[src/sv/sar_pkg.sv]
// Shared types and constants of the servo angle ramp block.
package sar_pkg;

   // Field widths
   localparam int ANGLE_W = 10;
   localparam int PW_W    = 14;
   localparam int STEP_W  = 14;
   localparam int DIV_W   = 13;   // magnitude of 8*(new - previous) angle

   // Pulse width mapping: 360 + 8*angle, saturated at 8352
   localparam logic [PW_W-1:0] WIDTH_BASE = 14'd360;
   localparam logic [PW_W-1:0] WIDTH_MAX  = 14'd8352;

   // Character offsets within one six-character group
   localparam logic [2:0] OFF_FIRST_DIGIT = 3'd3;
   localparam logic [2:0] OFF_LAST        = 3'd5;

   // Command codes
   localparam logic CMD_BYTE = 1'b0;
   localparam logic CMD_TICK = 1'b1;

   // One joint's stored record
   typedef struct packed {
      logic [ANGLE_W-1:0]       prev_angle;
      logic [PW_W-1:0]          width;
      logic signed [STEP_W-1:0] step;
   } joint_rec_type;

   // Group-closing event from the message parser
   typedef struct packed {
      logic               done;
      logic               last;
      logic [ANGLE_W-1:0] angle;
   } grp_event_type;

   typedef enum logic [2:0] {
      ST_IDLE,
      ST_BYTE_RD,
      ST_BYTE_CALC,
      ST_BYTE_DIV,
      ST_TICK_RD,
      ST_TICK_CALC
   } sar_state_type;

endpackage

[src/sv/sar_joint_mem.sv]
// Per-joint record memory: one write port, one registered read port, reset-clear valid bits.
module sar_joint_mem #(
   parameter int DEPTH = 6,
   parameter int AW    = 3
) (
   input  logic                   clock,
   input  logic                   reset,
   input  logic                   rd_en,
   input  logic [AW-1:0]          rd_addr,
   output sar_pkg::joint_rec_type rd_data,
   input  logic                   wr_en,
   input  logic [AW-1:0]          wr_addr,
   input  sar_pkg::joint_rec_type wr_data
);

   sar_pkg::joint_rec_type mem_ff [DEPTH];
   sar_pkg::joint_rec_type rd_data_ff;
   logic [DEPTH-1:0]       valid_ff;

   // storage array
   always_ff @(posedge clock) begin
      if (wr_en) begin
         mem_ff[wr_addr] <= wr_data;
      end
   end

   // entry valid bits, cleared by reset
   always_ff @(posedge clock) begin
      if (reset) begin
         valid_ff <= '0;
      end else if (wr_en) begin
         valid_ff[wr_addr] <= 1'b1;
      end
   end

   // registered read; an unwritten entry reads as all zero
   always_ff @(posedge clock) begin
      if (rd_en) begin
         rd_data_ff <= valid_ff[rd_addr] ? mem_ff[rd_addr] : '0;
      end
   end

   assign rd_data = rd_data_ff;

endmodule

[src/sv/sar_step_div.sv]
// Signed division of the scaled angle difference by the ramp step count, with a registered result.
module sar_step_div #(
   parameter int RAMP_STEPS = 8
) (
   input  logic                                clock,
   input  logic                                reset,
   input  logic                                start,
   input  logic                                neg,
   input  logic [sar_pkg::DIV_W-1:0]           mag,
   output logic                                done,
   output logic signed [sar_pkg::STEP_W-1:0]   quot
);

   // floor(mag / RAMP_STEPS) as (mag * RECIP) >> RECIP_SH; the rounding error
   // of RECIP times the largest magnitude stays below 2^RECIP_SH, so it is exact
   localparam int RECIP_SH = sar_pkg::DIV_W + 5;
   localparam int RECIP_W  = RECIP_SH + 1;
   localparam int PROD_W   = sar_pkg::DIV_W + RECIP_SH;
   localparam logic [RECIP_W-1:0] RECIP =
      RECIP_W'(((1 << RECIP_SH) + RAMP_STEPS - 1) / RAMP_STEPS);

   logic                              done_ff;
   logic signed [sar_pkg::STEP_W-1:0] quot_ff;
   logic [PROD_W-1:0]                 prod;
   logic [sar_pkg::DIV_W-1:0]         q_mag;
   logic [sar_pkg::STEP_W-1:0]        q_ext;

   // reciprocal multiply of the magnitude
   assign prod  = PROD_W'(mag) * PROD_W'(RECIP);
   assign q_mag = prod[PROD_W-1:RECIP_SH];
   assign q_ext = {1'b0, q_mag};

   // result is ready the cycle after start
   always_ff @(posedge clock) begin
      if (reset) begin
         done_ff <= 1'b0;
      end else begin
         done_ff <= start;
      end
   end

   // truncation toward zero: divide the magnitude, then restore the sign
   always_ff @(posedge clock) begin
      if (start) begin
         quot_ff <= neg ? $signed(-q_ext) : $signed(q_ext);
      end
   end

   assign quot = quot_ff;
   assign done = done_ff;

endmodule

[src/sv/sar_msg_parse.sv]
// Message parser: group and character counters and the decimal angle accumulator.
module sar_msg_parse #(
   parameter int JOINTS = 6,
   parameter int JIDX_W = 3
) (
   input  logic                   clock,
   input  logic                   reset,
   input  logic                   byte_en,
   input  logic [7:0]             data_byte,
   output logic [JIDX_W-1:0]      grp_idx,
   output sar_pkg::grp_event_type grp_evt
);

   localparam logic [JIDX_W-1:0] LAST_GRP = JIDX_W'(JOINTS - 1);

   logic [2:0]                    offset_ff;
   logic [JIDX_W-1:0]             grp_ff;
   logic [sar_pkg::ANGLE_W-1:0]   digits_ff;
   logic [3:0]                    digit;
   logic [13:0]                   acc;

   function automatic logic [3:0] digit_of(input logic [7:0] ch);
      logic [7:0] d;
      d = ch - 8'h30;
      if (ch >= 8'h31 && ch <= 8'h39) begin
         return d[3:0];
      end
      return 4'd0;
   endfunction

   // digits*10 + new digit; with three digits per group this stays below 1000
   assign digit = digit_of(data_byte);
   assign acc   = 14'({digits_ff, 3'b000}) + 14'({digits_ff, 1'b0}) + 14'(digit);

   assign grp_idx       = grp_ff;
   assign grp_evt.done  = (offset_ff == sar_pkg::OFF_LAST);
   assign grp_evt.last  = (grp_ff == LAST_GRP);
   assign grp_evt.angle = acc[sar_pkg::ANGLE_W-1:0];

   // counters and accumulator advance on every message byte
   always_ff @(posedge clock) begin
      if (reset) begin
         offset_ff <= '0;
         grp_ff    <= '0;
         digits_ff <= '0;
      end else if (byte_en) begin
         if (offset_ff < sar_pkg::OFF_FIRST_DIGIT) begin
            digits_ff <= '0;
         end else if (offset_ff < sar_pkg::OFF_LAST) begin
            digits_ff <= acc[sar_pkg::ANGLE_W-1:0];
         end else begin
            digits_ff <= '0;
         end
         if (offset_ff == sar_pkg::OFF_LAST) begin
            offset_ff <= '0;
            grp_ff    <= (grp_ff == LAST_GRP) ? '0 : grp_ff + 1'b1;
         end else begin
            offset_ff <= offset_ff + 1'b1;
         end
      end
   end

endmodule

[src/sv/servo_angle_ramp.sv]
// Servo angle ramp controller: top level with sequencer and result register.
//
// Takes a message of JOINTS groups of six ASCII characters; the last three
// characters of a group are a joint's new angle (non-digits count as 0).
// A group sets the joint's pulse width to 360 + 8*previous angle and its
// step to (8*new - 8*previous)/RAMP_STEPS truncated toward zero; a complete
// message arms RAMP_STEPS ticks, and each armed tick adds the steps (with
// saturation at 0 and 8352) and returns one word per joint, the last one
// flagged. Joint records live in a one-read, one-write memory with a
// registered read, and every access is sequenced so reads and writes of the
// same record never overlap. Sequence: a byte inside a group is accepted
// with no further work; a group-closing byte is accepted, then the record
// is read, the step computed by reciprocal multiplication and the record
// written back; an armed tick is accepted, then each joint in turn is read
// and updated, the update waiting while the result register waits on
// rsp_ready; an unarmed tick is only accepted.
module servo_angle_ramp #(
   parameter int JOINTS     = 6,
   parameter int RAMP_STEPS = 8
) (
   input  logic        clock,
   input  logic        reset,
   input  logic        req_valid,
   output logic        req_ready,
   input  logic        req_command,
   input  logic [7:0]  req_data_byte,
   output logic        rsp_valid,
   input  logic        rsp_ready,
   output logic [2:0]  rsp_joint,
   output logic [13:0] rsp_pulse_width,
   output logic        rsp_last
);

   localparam int JIDX_W = (JOINTS > 1) ? $clog2(JOINTS) : 1;
   localparam int TICK_W = $clog2(RAMP_STEPS + 1);
   localparam logic [JIDX_W-1:0] LAST_J     = JIDX_W'(JOINTS - 1);
   localparam logic [TICK_W-1:0] TICKS_FULL = TICK_W'(RAMP_STEPS);

   sar_pkg::sar_state_type state_ff, state_in;
   logic [JIDX_W-1:0]            joint_ff, joint_in;
   logic [JIDX_W-1:0]            grp_ff, grp_in;
   logic [sar_pkg::ANGLE_W-1:0]  angle_ff, angle_in;
   logic                         last_grp_ff, last_grp_in;
   logic [TICK_W-1:0]            ticks_ff, ticks_in;
   logic                         rsp_valid_ff, rsp_valid_in;
   logic [2:0]                   rsp_joint_ff, rsp_joint_in;
   logic [sar_pkg::PW_W-1:0]     rsp_pw_ff, rsp_pw_in;
   logic                         rsp_last_ff, rsp_last_in;

   logic                         accept;
   logic                         byte_en;
   logic [JIDX_W-1:0]            parse_grp;
   sar_pkg::grp_event_type       parse_evt;

   logic                         rd_en;
   logic [JIDX_W-1:0]            rd_addr;
   sar_pkg::joint_rec_type       rd_data;
   logic                         wr_en;
   logic [JIDX_W-1:0]            wr_addr;
   sar_pkg::joint_rec_type       wr_data;

   logic                               div_start;
   logic                               div_done;
   logic [sar_pkg::DIV_W-1:0]          div_mag;
   logic signed [sar_pkg::STEP_W-1:0]  div_quot;
   logic [10:0]                        diff;
   logic [10:0]                        diff_abs;
   logic [sar_pkg::PW_W-1:0]           start_w;
   logic signed [15:0]                 sum;
   logic [sar_pkg::PW_W-1:0]           new_w;
   logic [JIDX_W+2:0]                  joint_ext;

   assign req_ready = (state_ff == sar_pkg::ST_IDLE);
   assign accept    = req_valid && req_ready;
   assign byte_en   = accept && (req_command == sar_pkg::CMD_BYTE);

   sar_msg_parse #(
      .JOINTS (JOINTS),
      .JIDX_W (JIDX_W)
   ) u_parse (
      .clock     (clock),
      .reset     (reset),
      .byte_en   (byte_en),
      .data_byte (req_data_byte),
      .grp_idx   (parse_grp),
      .grp_evt   (parse_evt)
   );

   sar_joint_mem #(
      .DEPTH (JOINTS),
      .AW    (JIDX_W)
   ) u_mem (
      .clock   (clock),
      .reset   (reset),
      .rd_en   (rd_en),
      .rd_addr (rd_addr),
      .rd_data (rd_data),
      .wr_en   (wr_en),
      .wr_addr (wr_addr),
      .wr_data (wr_data)
   );

   sar_step_div #(
      .RAMP_STEPS (RAMP_STEPS)
   ) u_div (
      .clock (clock),
      .reset (reset),
      .start (div_start),
      .neg   (diff[10]),
      .mag   (div_mag),
      .done  (div_done),
      .quot  (div_quot)
   );

   // group update: 8*(new - previous) split into sign and magnitude
   assign diff     = {1'b0, angle_ff} - {1'b0, rd_data.prev_angle};
   assign diff_abs = diff[10] ? (11'd0 - diff) : diff;
   assign div_mag  = {diff_abs[9:0], 3'b000};
   assign start_w  = sar_pkg::WIDTH_BASE + {1'b0, rd_data.prev_angle, 3'b000};

   // tick update: width plus signed step, clamped
   assign sum = $signed({2'b00, rd_data.width}) + 16'(rd_data.step);
   always_comb begin
      if (sum < 0) begin
         new_w = '0;
      end else if (sum > $signed({2'b00, sar_pkg::WIDTH_MAX})) begin
         new_w = sar_pkg::WIDTH_MAX;
      end else begin
         new_w = sum[sar_pkg::PW_W-1:0];
      end
   end

   assign joint_ext = {3'b000, joint_ff};

   // sequencer
   always_comb begin
      state_in     = state_ff;
      joint_in     = joint_ff;
      grp_in       = grp_ff;
      angle_in     = angle_ff;
      last_grp_in  = last_grp_ff;
      ticks_in     = ticks_ff;
      rsp_valid_in = rsp_valid_ff && !rsp_ready;
      rsp_joint_in = rsp_joint_ff;
      rsp_pw_in    = rsp_pw_ff;
      rsp_last_in  = rsp_last_ff;
      rd_en        = 1'b0;
      rd_addr      = joint_ff;
      wr_en        = 1'b0;
      wr_addr      = joint_ff;
      wr_data      = rd_data;
      div_start    = 1'b0;
      unique case (state_ff)
         sar_pkg::ST_IDLE: begin
            if (accept) begin
               if (req_command == sar_pkg::CMD_BYTE) begin
                  if (parse_evt.done) begin
                     grp_in      = parse_grp;
                     angle_in    = parse_evt.angle;
                     last_grp_in = parse_evt.last;
                     state_in    = sar_pkg::ST_BYTE_RD;
                  end
               end else if (ticks_ff != '0) begin
                  ticks_in = ticks_ff - 1'b1;
                  joint_in = '0;
                  state_in = sar_pkg::ST_TICK_RD;
               end
            end
         end
         sar_pkg::ST_BYTE_RD: begin
            rd_en    = 1'b1;
            rd_addr  = grp_ff;
            state_in = sar_pkg::ST_BYTE_CALC;
         end
         sar_pkg::ST_BYTE_CALC: begin
            div_start = 1'b1;
            state_in  = sar_pkg::ST_BYTE_DIV;
         end
         sar_pkg::ST_BYTE_DIV: begin
            // read data holds: no read is issued while dividing
            if (div_done) begin
               wr_en              = 1'b1;
               wr_addr            = grp_ff;
               wr_data.prev_angle = angle_ff;
               wr_data.width      = start_w;
               wr_data.step       = div_quot;
               if (last_grp_ff) begin
                  ticks_in = TICKS_FULL;
               end
               state_in = sar_pkg::ST_IDLE;
            end
         end
         sar_pkg::ST_TICK_RD: begin
            rd_en    = 1'b1;
            rd_addr  = joint_ff;
            state_in = sar_pkg::ST_TICK_CALC;
         end
         sar_pkg::ST_TICK_CALC: begin
            if (!rsp_valid_ff || rsp_ready) begin
               wr_en         = 1'b1;
               wr_addr       = joint_ff;
               wr_data.width = new_w;
               rsp_valid_in  = 1'b1;
               rsp_joint_in  = joint_ext[2:0];
               rsp_pw_in     = new_w;
               rsp_last_in   = (joint_ff == LAST_J);
               if (joint_ff == LAST_J) begin
                  state_in = sar_pkg::ST_IDLE;
               end else begin
                  joint_in = joint_ff + 1'b1;
                  state_in = sar_pkg::ST_TICK_RD;
               end
            end
         end
         default: begin
            state_in = sar_pkg::ST_IDLE;
         end
      endcase
   end

   // control registers
   always_ff @(posedge clock) begin
      if (reset) begin
         state_ff     <= sar_pkg::ST_IDLE;
         ticks_ff     <= '0;
         rsp_valid_ff <= 1'b0;
      end else begin
         state_ff     <= state_in;
         ticks_ff     <= ticks_in;
         rsp_valid_ff <= rsp_valid_in;
      end
   end

   // payload registers
   always_ff @(posedge clock) begin
      joint_ff     <= joint_in;
      grp_ff       <= grp_in;
      angle_ff     <= angle_in;
      last_grp_ff  <= last_grp_in;
      rsp_joint_ff <= rsp_joint_in;
      rsp_pw_ff    <= rsp_pw_in;
      rsp_last_ff  <= rsp_last_in;
   end

   assign rsp_valid       = rsp_valid_ff;
   assign rsp_joint       = rsp_joint_ff;
   assign rsp_pulse_width = rsp_pw_ff;
   assign rsp_last        = rsp_last_ff;

`ifndef SYNTH
   // armed tick count never exceeds a full ramp
   a_ticks_range: assert property (@(posedge clock) disable iff (reset)
      ticks_ff <= TICKS_FULL)
      else $error("ticks_left above ramp length");

   // the flagged word belongs to the final joint
   a_last_joint: assert property (@(posedge clock) disable iff (reset)
      rsp_valid && rsp_last |-> rsp_joint == 3'(JOINTS - 1))
      else $error("last flag on wrong joint");

   // pulse widths stay clamped
   a_pw_range: assert property (@(posedge clock) disable iff (reset)
      rsp_valid |-> rsp_pulse_width <= sar_pkg::WIDTH_MAX)
      else $error("pulse width out of range");

   // an unarmed tick leaves everything alone
   a_idle_tick: assert property (@(posedge clock) disable iff (reset)
      accept && req_command == sar_pkg::CMD_TICK && ticks_ff == '0
      |=> state_ff == sar_pkg::ST_IDLE && $stable(ticks_ff))
      else $error("unarmed tick changed state");

   // divider finishes only while the sequencer waits for it
   a_div_done: assert property (@(posedge clock) disable iff (reset)
      div_done |-> state_ff == sar_pkg::ST_BYTE_DIV)
      else $error("divider result outside group update");
`endif

endmodule

[config.mk]
export PLATFORM = sky130hd
export DESIGN_NAME = servo_angle_ramp
export DESIGN_NICKNAME = d
export VERILOG_FILES = /design/src/sv/sar_pkg.sv /design/src/sv/sar_joint_mem.sv /design/src/sv/sar_step_div.sv /design/src/sv/sar_msg_parse.sv /design/src/sv/servo_angle_ramp.sv
export SDC_FILE = /design/constraint.sdc
export NUM_CORES = 1
export LEC_CHECK = 0
export BUFFER_PORTS_ARGS = -buffer_cell sky130_fd_sc_hd__buf_2
export CAP_MARGIN = 20
export CORE_MARGIN = 2
export CORE_UTILIZATION = 40
export CTS_CLUSTER_SIZE = 10
export DETAILED_ROUTE_END_ITERATION = 10
export PLACE_DENSITY_LB_ADDON = 0.12
export SLEW_MARGIN = 20
export SYNTH_ARGS = -nofsm -noshare
export SYNTH_HDL_FRONTEND = slang
export SYNTH_SLANG_ARGS = --single-unit
[constraint.sdc]
create_clock -name clock -period 3.9 [get_ports clock]
set_input_delay 0.585 -clock clock [delete_from_list [all_inputs] [get_ports clock]]
set_output_delay 0.585 -clock clock [all_outputs]
set_load 0.01 [all_outputs]
==> results of run 1 <==
-- repair_timing --
action | 4_1_cts | 5_1_grt
pin swaps | 0 | 2
hold endpoints to repair | 0 | 0
setup buffers | 0 | 2
gates resized for setup | 1 | 4
setup endpoints to repair | 18 | 61
-- registers in the layout, summed over array words and instances (netlist names) --
name               count
u_mem.mem_ff         228
u_mem.rd_data         38
rsp_pulse_width       14
u_div.quot            14
angle_ff              10
u_parse.digits_ff      9
u_mem.valid_ff         6
ticks_ff               4
grp_ff                 3
joint_ff               3
rsp_joint              3
state_ff               3
u_parse.grp_idx        3
u_parse.offset_ff      3
last_grp_ff            1
rsp_last               1
rsp_valid              1
u_div.done             1
-- routing by layer --
metal	global-route usage (%)	vias up
met4	5.12	0
li1	-	5040
met2	30.9	173
met5	0	-
met3	3.44	49
met1	25.2	5178
-- report_power, final --
part | switching (mW) | total (mW) | internal (mW)
logic | 3.77 | 6.00 | 2.23
clock network | 1.41 | 3.50 | 2.08
registers | 0.239 | 4.98 | 4.74
total | 5.43 | 14.5 | 9.05
-- cell usage after synthesis (4+ instances only) --
library cell    n
a211o_1         7
a211oi_1       82
a21o_1         12
a21oi_1        41
a221o_1         6
a22oi_1        14
a311oi_1        4
a31oi_1        51
and2_1         45
and3_1          6
and3b_1         5
buf_1          11
clkbuf_1       49
dfxtp_1        30
edfxtp_1      315
fa_1            4
ha_1           45
inv_1          42
mux2i_1        46
nand2_1       164
nand2b_1       11
nand3_1         5
nand3b_1        5
nor2_1        122
nor2b_1         6
nor3_1         15
nor3b_1         5
nor4_1          4
o211ai_1        4
o21ai_0        31
o31ai_1         5
or2_2           8
or3_1           5
xnor2_1        32
xor2_1         14
-- how the worst min path moves through the flow --
stage	from	to	slack [ns]	depth (start not counted)
2_1_floorplan	u_mem.valid_ff[0]	u_mem.valid_ff[0]	0.43	2
3_3_place_gp	u_mem.valid_ff[0]	u_mem.valid_ff[0]	0.45	2
3_5_place_dp	u_mem.valid_ff[4]	u_mem.valid_ff[4]	0.46	2
4_1_cts	rsp_ready	rsp_valid	0.38	3
5_1_grt	req_command	state_ff[0]	0.43	4
6_report	rsp_ready	rsp_valid	0.41	3
-- cell type report --
cell class              instances  area [µm²]  share of cell area [%]
clock buffers                  62        1150                    6.22
multi-input cells             864        5750                    31.2
flip-flops and latches        345       10100                    54.5
clock inverters                 7        61.3                   0.332
inverters                      42         158                   0.855
repair buffers                 78         618                    3.35
well taps                     525         657                    3.56
-- through the flow --
stage	utilization (%)	power, mW
after detailed placement	43.3	11.0
after CTS	46.4	14.5
final	46.5	14.5
after global placement	43.3	10.9
after floorplan	-	9.19
after global routing	46.5	15.4
-- cell usage in the layout, fill, tap and decap left out, drive strengths merged, types with 30 or more instances in the layout --
cell type / synthesis / layout
edfxtp: 315 / 315
nand2: 165 / 165
nor2: 122 / 122
a211oi: 84 / 84
buf: 12 / 78
clkbuf: 49 / 62
a31oi: 51 / 51
mux2i: 47 / 47
and2: 46 / 46
ha: 45 / 45
inv: 42 / 43
a21oi: 41 / 41
o21ai: 34 / 34
xnor2: 32 / 32
dfxtp: 30 / 30
-- kinds of logic (layout without fill, tap and decap cells) --
logic type	after synthesis	after routing
buffers and inverters	103	189
adder cells (fa/ha/maj)	49	49
flip-flops	345	345
XOR/XNOR	46	46
AND/OR/NAND/NOR	421	421
multiplexers	50	50
AO/OA/AOI/OAI	298	298
-- critical path, stage by stage (launching register included) --
cell and delay (ns):
edfxtp_1 0.40, ha_1 0.26, fa_1 0.44, a211oi_2 0.23
o21bai_1 0.16, buf_4 0.16, a21o_1 0.24, xor2_1 0.16
or3b_4 0.41, o41ai_4 0.35, nand2_4 0.10, buf_4 0.19
o31ai_1 0.25, buf_4 0.19
==> results summary, run 1 <==
The data required time at the worst endpoint came out at approximately 4.3 ns. In this run the standard cell core region covers a little under 0.04 mm². A synthesized cell averages ~12 µm². By area the synthesized netlist is led by edfxtp_1 (59%), a211oi_1 (3.8%), nand2_1 (3.8%). Pin placement for this block handled 33 I/O pins. The number of hold buffers added after cts came out at 0. Measured along the x axis, the die boundary spans between 200 and 250 µm.

The xor-xnor portion of the synthesized cell area came out at under 10%. The worst reg2reg path startpoint is u_mem.rd_data[0]. The area of the mapped netlist came out at 0.0161 mm².

The routed wire length on met2 came out at about 18000 µm. Dividing the detail-routed wire length by the instance count gives roughly 20 µm. The detailed-route wire length is roughly 38000 µm. The weighted congestion at the end of routability-driven global placement came out at 0.837. After detailed routing, the number of remaining DRC violations is 0. Counting cells, the worst reg-to-reg path comes to 13. The total of warnings raised by yosys came out at 0. The final period utilization is 94.6%. The endpoint type of the worst setup path is a register. The clock root buffer is clkbuf_16. The proportion of netlist area held by the largest area contributor is between 50% and 60%.

The placed cell area is 0.0172 mm². The final critical delay including setup and external delays is around 3.7 ns. The latest clock arrival within the worst-skew pair is roughly 0.56 ns.

The H-tree was split into 2 levels. The final setup skew came out at ~0.018 ns. The worst pin sits at a relative slew slack of 34.3%. The wire length of the first global-routing pass came out at 58900 µm. The run finished with clean final reports. The maximum net fanout on the critical path is 8. Buffers placed on the I/O ports in this run total 32.

The worst register-to-register path ends at u_mem.mem_ff[1][18]. The number of register bits inferred by synthesis came out at 345. The setup check on the worst reg-to-reg path leaves a slack of 0.21 ns. The instance count of the mapped netlist came out at between 1000 and 1500. The CTS clock-pin slew for the worst setup and hold paths is roughly 0.06 ns. The maximum number of pins on one net before global-route repair came out at approximately 80. The worst setup path is of the reg2reg kind.

The startpoint of the worst setup timing path is u_mem.rd_data[0]. The via count of the routed design came out at about 10000. Of the synthesized area, sequential elements account for around 63%. The CTS tree is built.

By area, the combinational part of the netlist is dominated by compound AO/OA/AOI/OAI gates. STA classifies the critical path startpoint as a register. The number of cells after detailed placement is ~1900. The highest clock frequency the design can meet is about 270 MHz. The synthesized netlist devotes roughly 4% of its cell area to adder and majority cells. The area fraction in and, or, nand and nor cells after synthesis came out at about an eighth.

The most critical setup path has its endpoint at u_mem.mem_ff[1][18]. The area growth from synthesis to layout is 14.9%. The total of max-cap violations came out at 0.

The floorplan step defined a die boundary enclosing between 0.04 and 0.05 mm². Dividing the detail-routed via count by the number of cells gives approximately 5.4. The iteration-0 DRC count of the detailed router is 602. The antenna diode count came out at 0. The total nets after synthesis came out at 1374. The critical path data arrival time came out at 4.11 ns. Counting the fill cells in the layout gives 3588. The detailed placement HPWL came out at approximately 24000 µm. The number of pins with negative max-slew slack in the final report came out at 0. The number of enable flip-flop cells after synthesis came out at between 300 and 400. The number of nets in the finished design came out at 1435. The total setup violations reported at the end of the flow is 0. The min-delay analysis places its worst path in the category in2reg. The initial core utilization came out at about two fifths. In this run the top signal layer used is met4. The measured slew at the worst slew-check pin is around 1 ns. The initial antenna violation count was 0.

The floorplan has 73 rows. For this run, the leading register cell type out of synthesis is edfxtp_1. The final worst setup slack came out at approximately 0.21 ns. The final antenna-violating net count came out at 0. edfxtp_1 takes more of the synthesized area than any other cell. The number of global-route vias before repair is ~10000.

The total iterations of the first detailed-routing run is 6. The detailed router put a total of approximately 18000 µm of wire on met1. The pre-CTS worst setup slack is -0.0165 ns. Across the VDD grid, the largest voltage drop is ~0.43 mV. The overall overflow remaining after global route came out at 0. From bottom edge to top edge, the die measures around 200 µm. Hold is met by between 0.4 and 0.5 ns. Counting along the longest clock path gives a buffer depth of 3. Setup repair after global routing left no endpoint under its margin.

The total power density per cell area is ~800 mW/mm². The multiplexer share of the synthesized area is 3.23%. The area of all placed cells without fillers is 0.0184 mm². The final hold violation count came out at 0. The number of sinks handled by clock tree synthesis is about 350.

Once layout is complete, the cells apart from fillers number just under 2000. The clock buffer count from CTS came out at 42. The total global routing track utilization came out at 18.7%. The proportion of layout cells with a drive suffix above 1 is roughly 12%.

The final sum of negative setup slack came out at 0 ns. The number of unique standard cell types used by synthesis is 72. The static leakage power is roughly 6.6 nW. In the synthesized netlist the async set-or-reset flop fraction comes to 0%. The complex-gate fraction of the synthesized area is ~13%. Wire segments on met3 add up to about 1500 µm in the final route.
Note: power is estimated with default switching activity, not from simulation.
==> inputs of run 2 (changes only) <==
- CORE_UTILIZATION: 40 -> 60
- clock period: 3.9 -> 4.5 ns (I/O delays scaled with it)
==> run 2 against run 1 <==
Against the previous run: wire length decreased by 6.5%; flip-flop and latch count unchanged; critical path type unchanged; worst hold slack improved by 0.067 ns; largest power group unchanged; critical endpoint is now u_mem.mem_ff[0][22]; first-iteration DRC count increased by 52%; sequential power decreased by 13%.
==> results summary, run 2 (synthesis gave the netlist of run 1 again) <==
The number of DRC violations after detailed routing came out at 0. In the final routed layout, each cell accounts on average for 20.9 µm. The die span in x came out at between 150 and 200 µm. The number of H-tree levels came out at 2.

The repair_antennas step left the layout with diodes totalling 0. The critical path data arrival time is ~4.5 ns. In this run the static leakage power is roughly 6.5 nW. The worst path in the final design needs a cycle of 4.20 ns, including I/O delays and setup. The row count is between 50 and 60. The area growth from synthesis to layout is 11.9%. TritonCTS created approximately 40 clock buffers. The run finished with clean final reports. Hold repair after CTS inserted 0 buffers. The floorplan step set the die height to ~170 µm. The area of the die is 0.0281 mm².

The most common cell after layout, fill and taps aside is edfxtp_1. The detailed-route wire length came out at 35600 µm. The iteration-0 DRC count of the detailed router is slightly above 900.

The final-layout fill cell count is ~1900. For this configuration, the core starts out at a cell density of between 60% and 70%. The number of vias per cell is slightly above 6.

The latest clock arrival within the worst-skew pair is between 0.5 and 0.6 ns. The number of sinks handled by clock tree synthesis is around 350. The peak ir drop on the vdd network came out at 0.346 mV.

The total setup violations reported at the end of the flow came out at 0. The critical path in this run is classified as reg2reg. The final period utilization came out at 93.4%. The core region is ~0.026 mm². The clock root buffer is clkbuf_16.

During I/O placement, the number of pins put on the boundary was 33. The element type at the critical path start is a register. The weighted congestion at the end of routability-driven global placement is roughly 0.88.

The flip-flop count of the largest register, all copies and words added is roughly 230. During placement, the flow inserted port buffers numbering 32. The final antenna-violating net count is 0. The highest clock frequency the design can meet is between 200 and 250 MHz. In this run the worst path has a maximum fanout of 15. The total iterations of the first detailed-routing run came out at 5. The register containing the most flip-flops in the final layout is u_mem.mem_ff. The via count of the routed design came out at 10500. TritonCTS built the clock tree. The number of pins with negative max-slew slack in the final report came out at 0. The first global-routing pass estimated 56400 µm of wire.

The proportion of layout cells with a drive suffix above 1 is between 10% and 20%. The maximum number of pins on one net before global-route repair came out at 77. The detailed placement HPWL came out at 22400 µm. OpenSTA, run right after detailed placement, puts the worst setup slack at around 0.24 ns. The worst relative slew slack is ~29%. The post-CTS setup buffer count is 0. The total of max-cap violations is 0.

The final worst setup slack is 0.299 ns. In the final timing run, aggregate negative setup slack is 0 ns. The number of global-route vias before repair came out at between 10000 and 15000. After global routing the overflow that remains totals 0. The share of the core filled with cells came out at about two thirds. The total global routing track utilization is around a quarter. Between clock sinks in the finished design, the worst skew comes to between 0.02 and 0.025 ns. The classification of the worst-slack hold path is reg2reg. The number of nets in the finished design is 1413. In the layout the commonest cells are edfxtp_1 (315), nand2_1 (164), nor2_1 (115). At the worst endpoint, the required time is ~4.8 ns. The initial antenna violation count came to 0. The number of buffers between clock root and the deepest sink came out at 3. The endpoint type of the worst setup path is a register. The total power density per cell area is around 680 mW/mm². The CTS clock-pin slew for the worst setup and hold paths is 0.05 ns. The final hold violation count came out at 0. Setup repair after global routing left no endpoint under its margin.

For the pin with the worst max-slew slack, the measured transition is between 1 and 1.5 ns.
-- run 2: metal layers --
layer | track usage [%] | share of wire (%)
met2 | 42.8 | 47
met4 | 6.12 | 1.8
met1 | 36.7 | 45
met3 | 4.11 | 6.2
met5 | 0 | 0
-- run 2: power breakdown --
| group | leakage (nW) | internal (mW) | switching [mW] | total [mW] |
|---|---|---|---|---|
| logic | 2.84 | 1.73 | 3.17 | 4.90 |
| registers | 3.10 | 4.11 | 0.210 | 4.32 |
| clock network | 0.578 | 1.80 | 1.18 | 2.98 |
| total | 6.52 | 7.64 | 4.55 | 12.2 |
-- run 2: per-stage QoR --
stage               cell area, µm²  total power, mW  std cells  hold WS, ns
global route                 18000             12.9       1705        0.493
finish                       18000             12.2       1705        0.478
CTS                          18000             12.2       1705        0.471
global placement             16800             9.13       1643        0.448
floorplan                    16100             7.97       1312        0.435
detailed placement           16800             9.22       1643        0.459
-- run 2: worst max-delay path, stage by stage, from the launching register on --
cell       delay, ns
edfxtp_1        0.41
ha_1            0.27
fa_1            0.44
a211oi_2        0.25
o21bai_1        0.16
a2111oi_0       0.55
nor3_1          0.12
or3b_4          0.41
o41ai_4         0.55
nand2_4         0.27
o31ai_2         0.50
-- run 2: layout make-up --
cell class | count | area (µm²) | share of cell area, %
Sequential cell | 345 | 10100 | 56.0
Multi-Input combinational cell | 864 | 5740 | 31.9
Clock buffer | 58 | 1140 | 6.35
Tap cell | 335 | 419 | 2.33
Timing Repair Buffer | 57 | 410 | 2.28
Inverter | 42 | 158 | 0.877
Clock inverter | 4 | 47.5 | 0.264
-- run 2: final timing paths --
kind / start / to / slack (ns) / cells after the start
worst max-delay path: u_mem.rd_data[0] / u_mem.mem_ff[0][22] / 0.30 / 10
worst min-delay path: u_mem.valid_ff[5] / u_mem.valid_ff[5] / 0.48 / 2
worst max register to register: u_mem.rd_data[0] / u_mem.mem_ff[0][22] / 0.30 / 10
worst min register to register: u_mem.valid_ff[5] / u_mem.valid_ff[5] / 0.48 / 2
-- run 2: repair_timing --
| item | in CTS | in global routing |
|---|---|---|
| resized for setup | 0 | 5 |
| setup endpoints to repair | 0 | 30 |
| hold endpoints to repair | 0 | 0 |
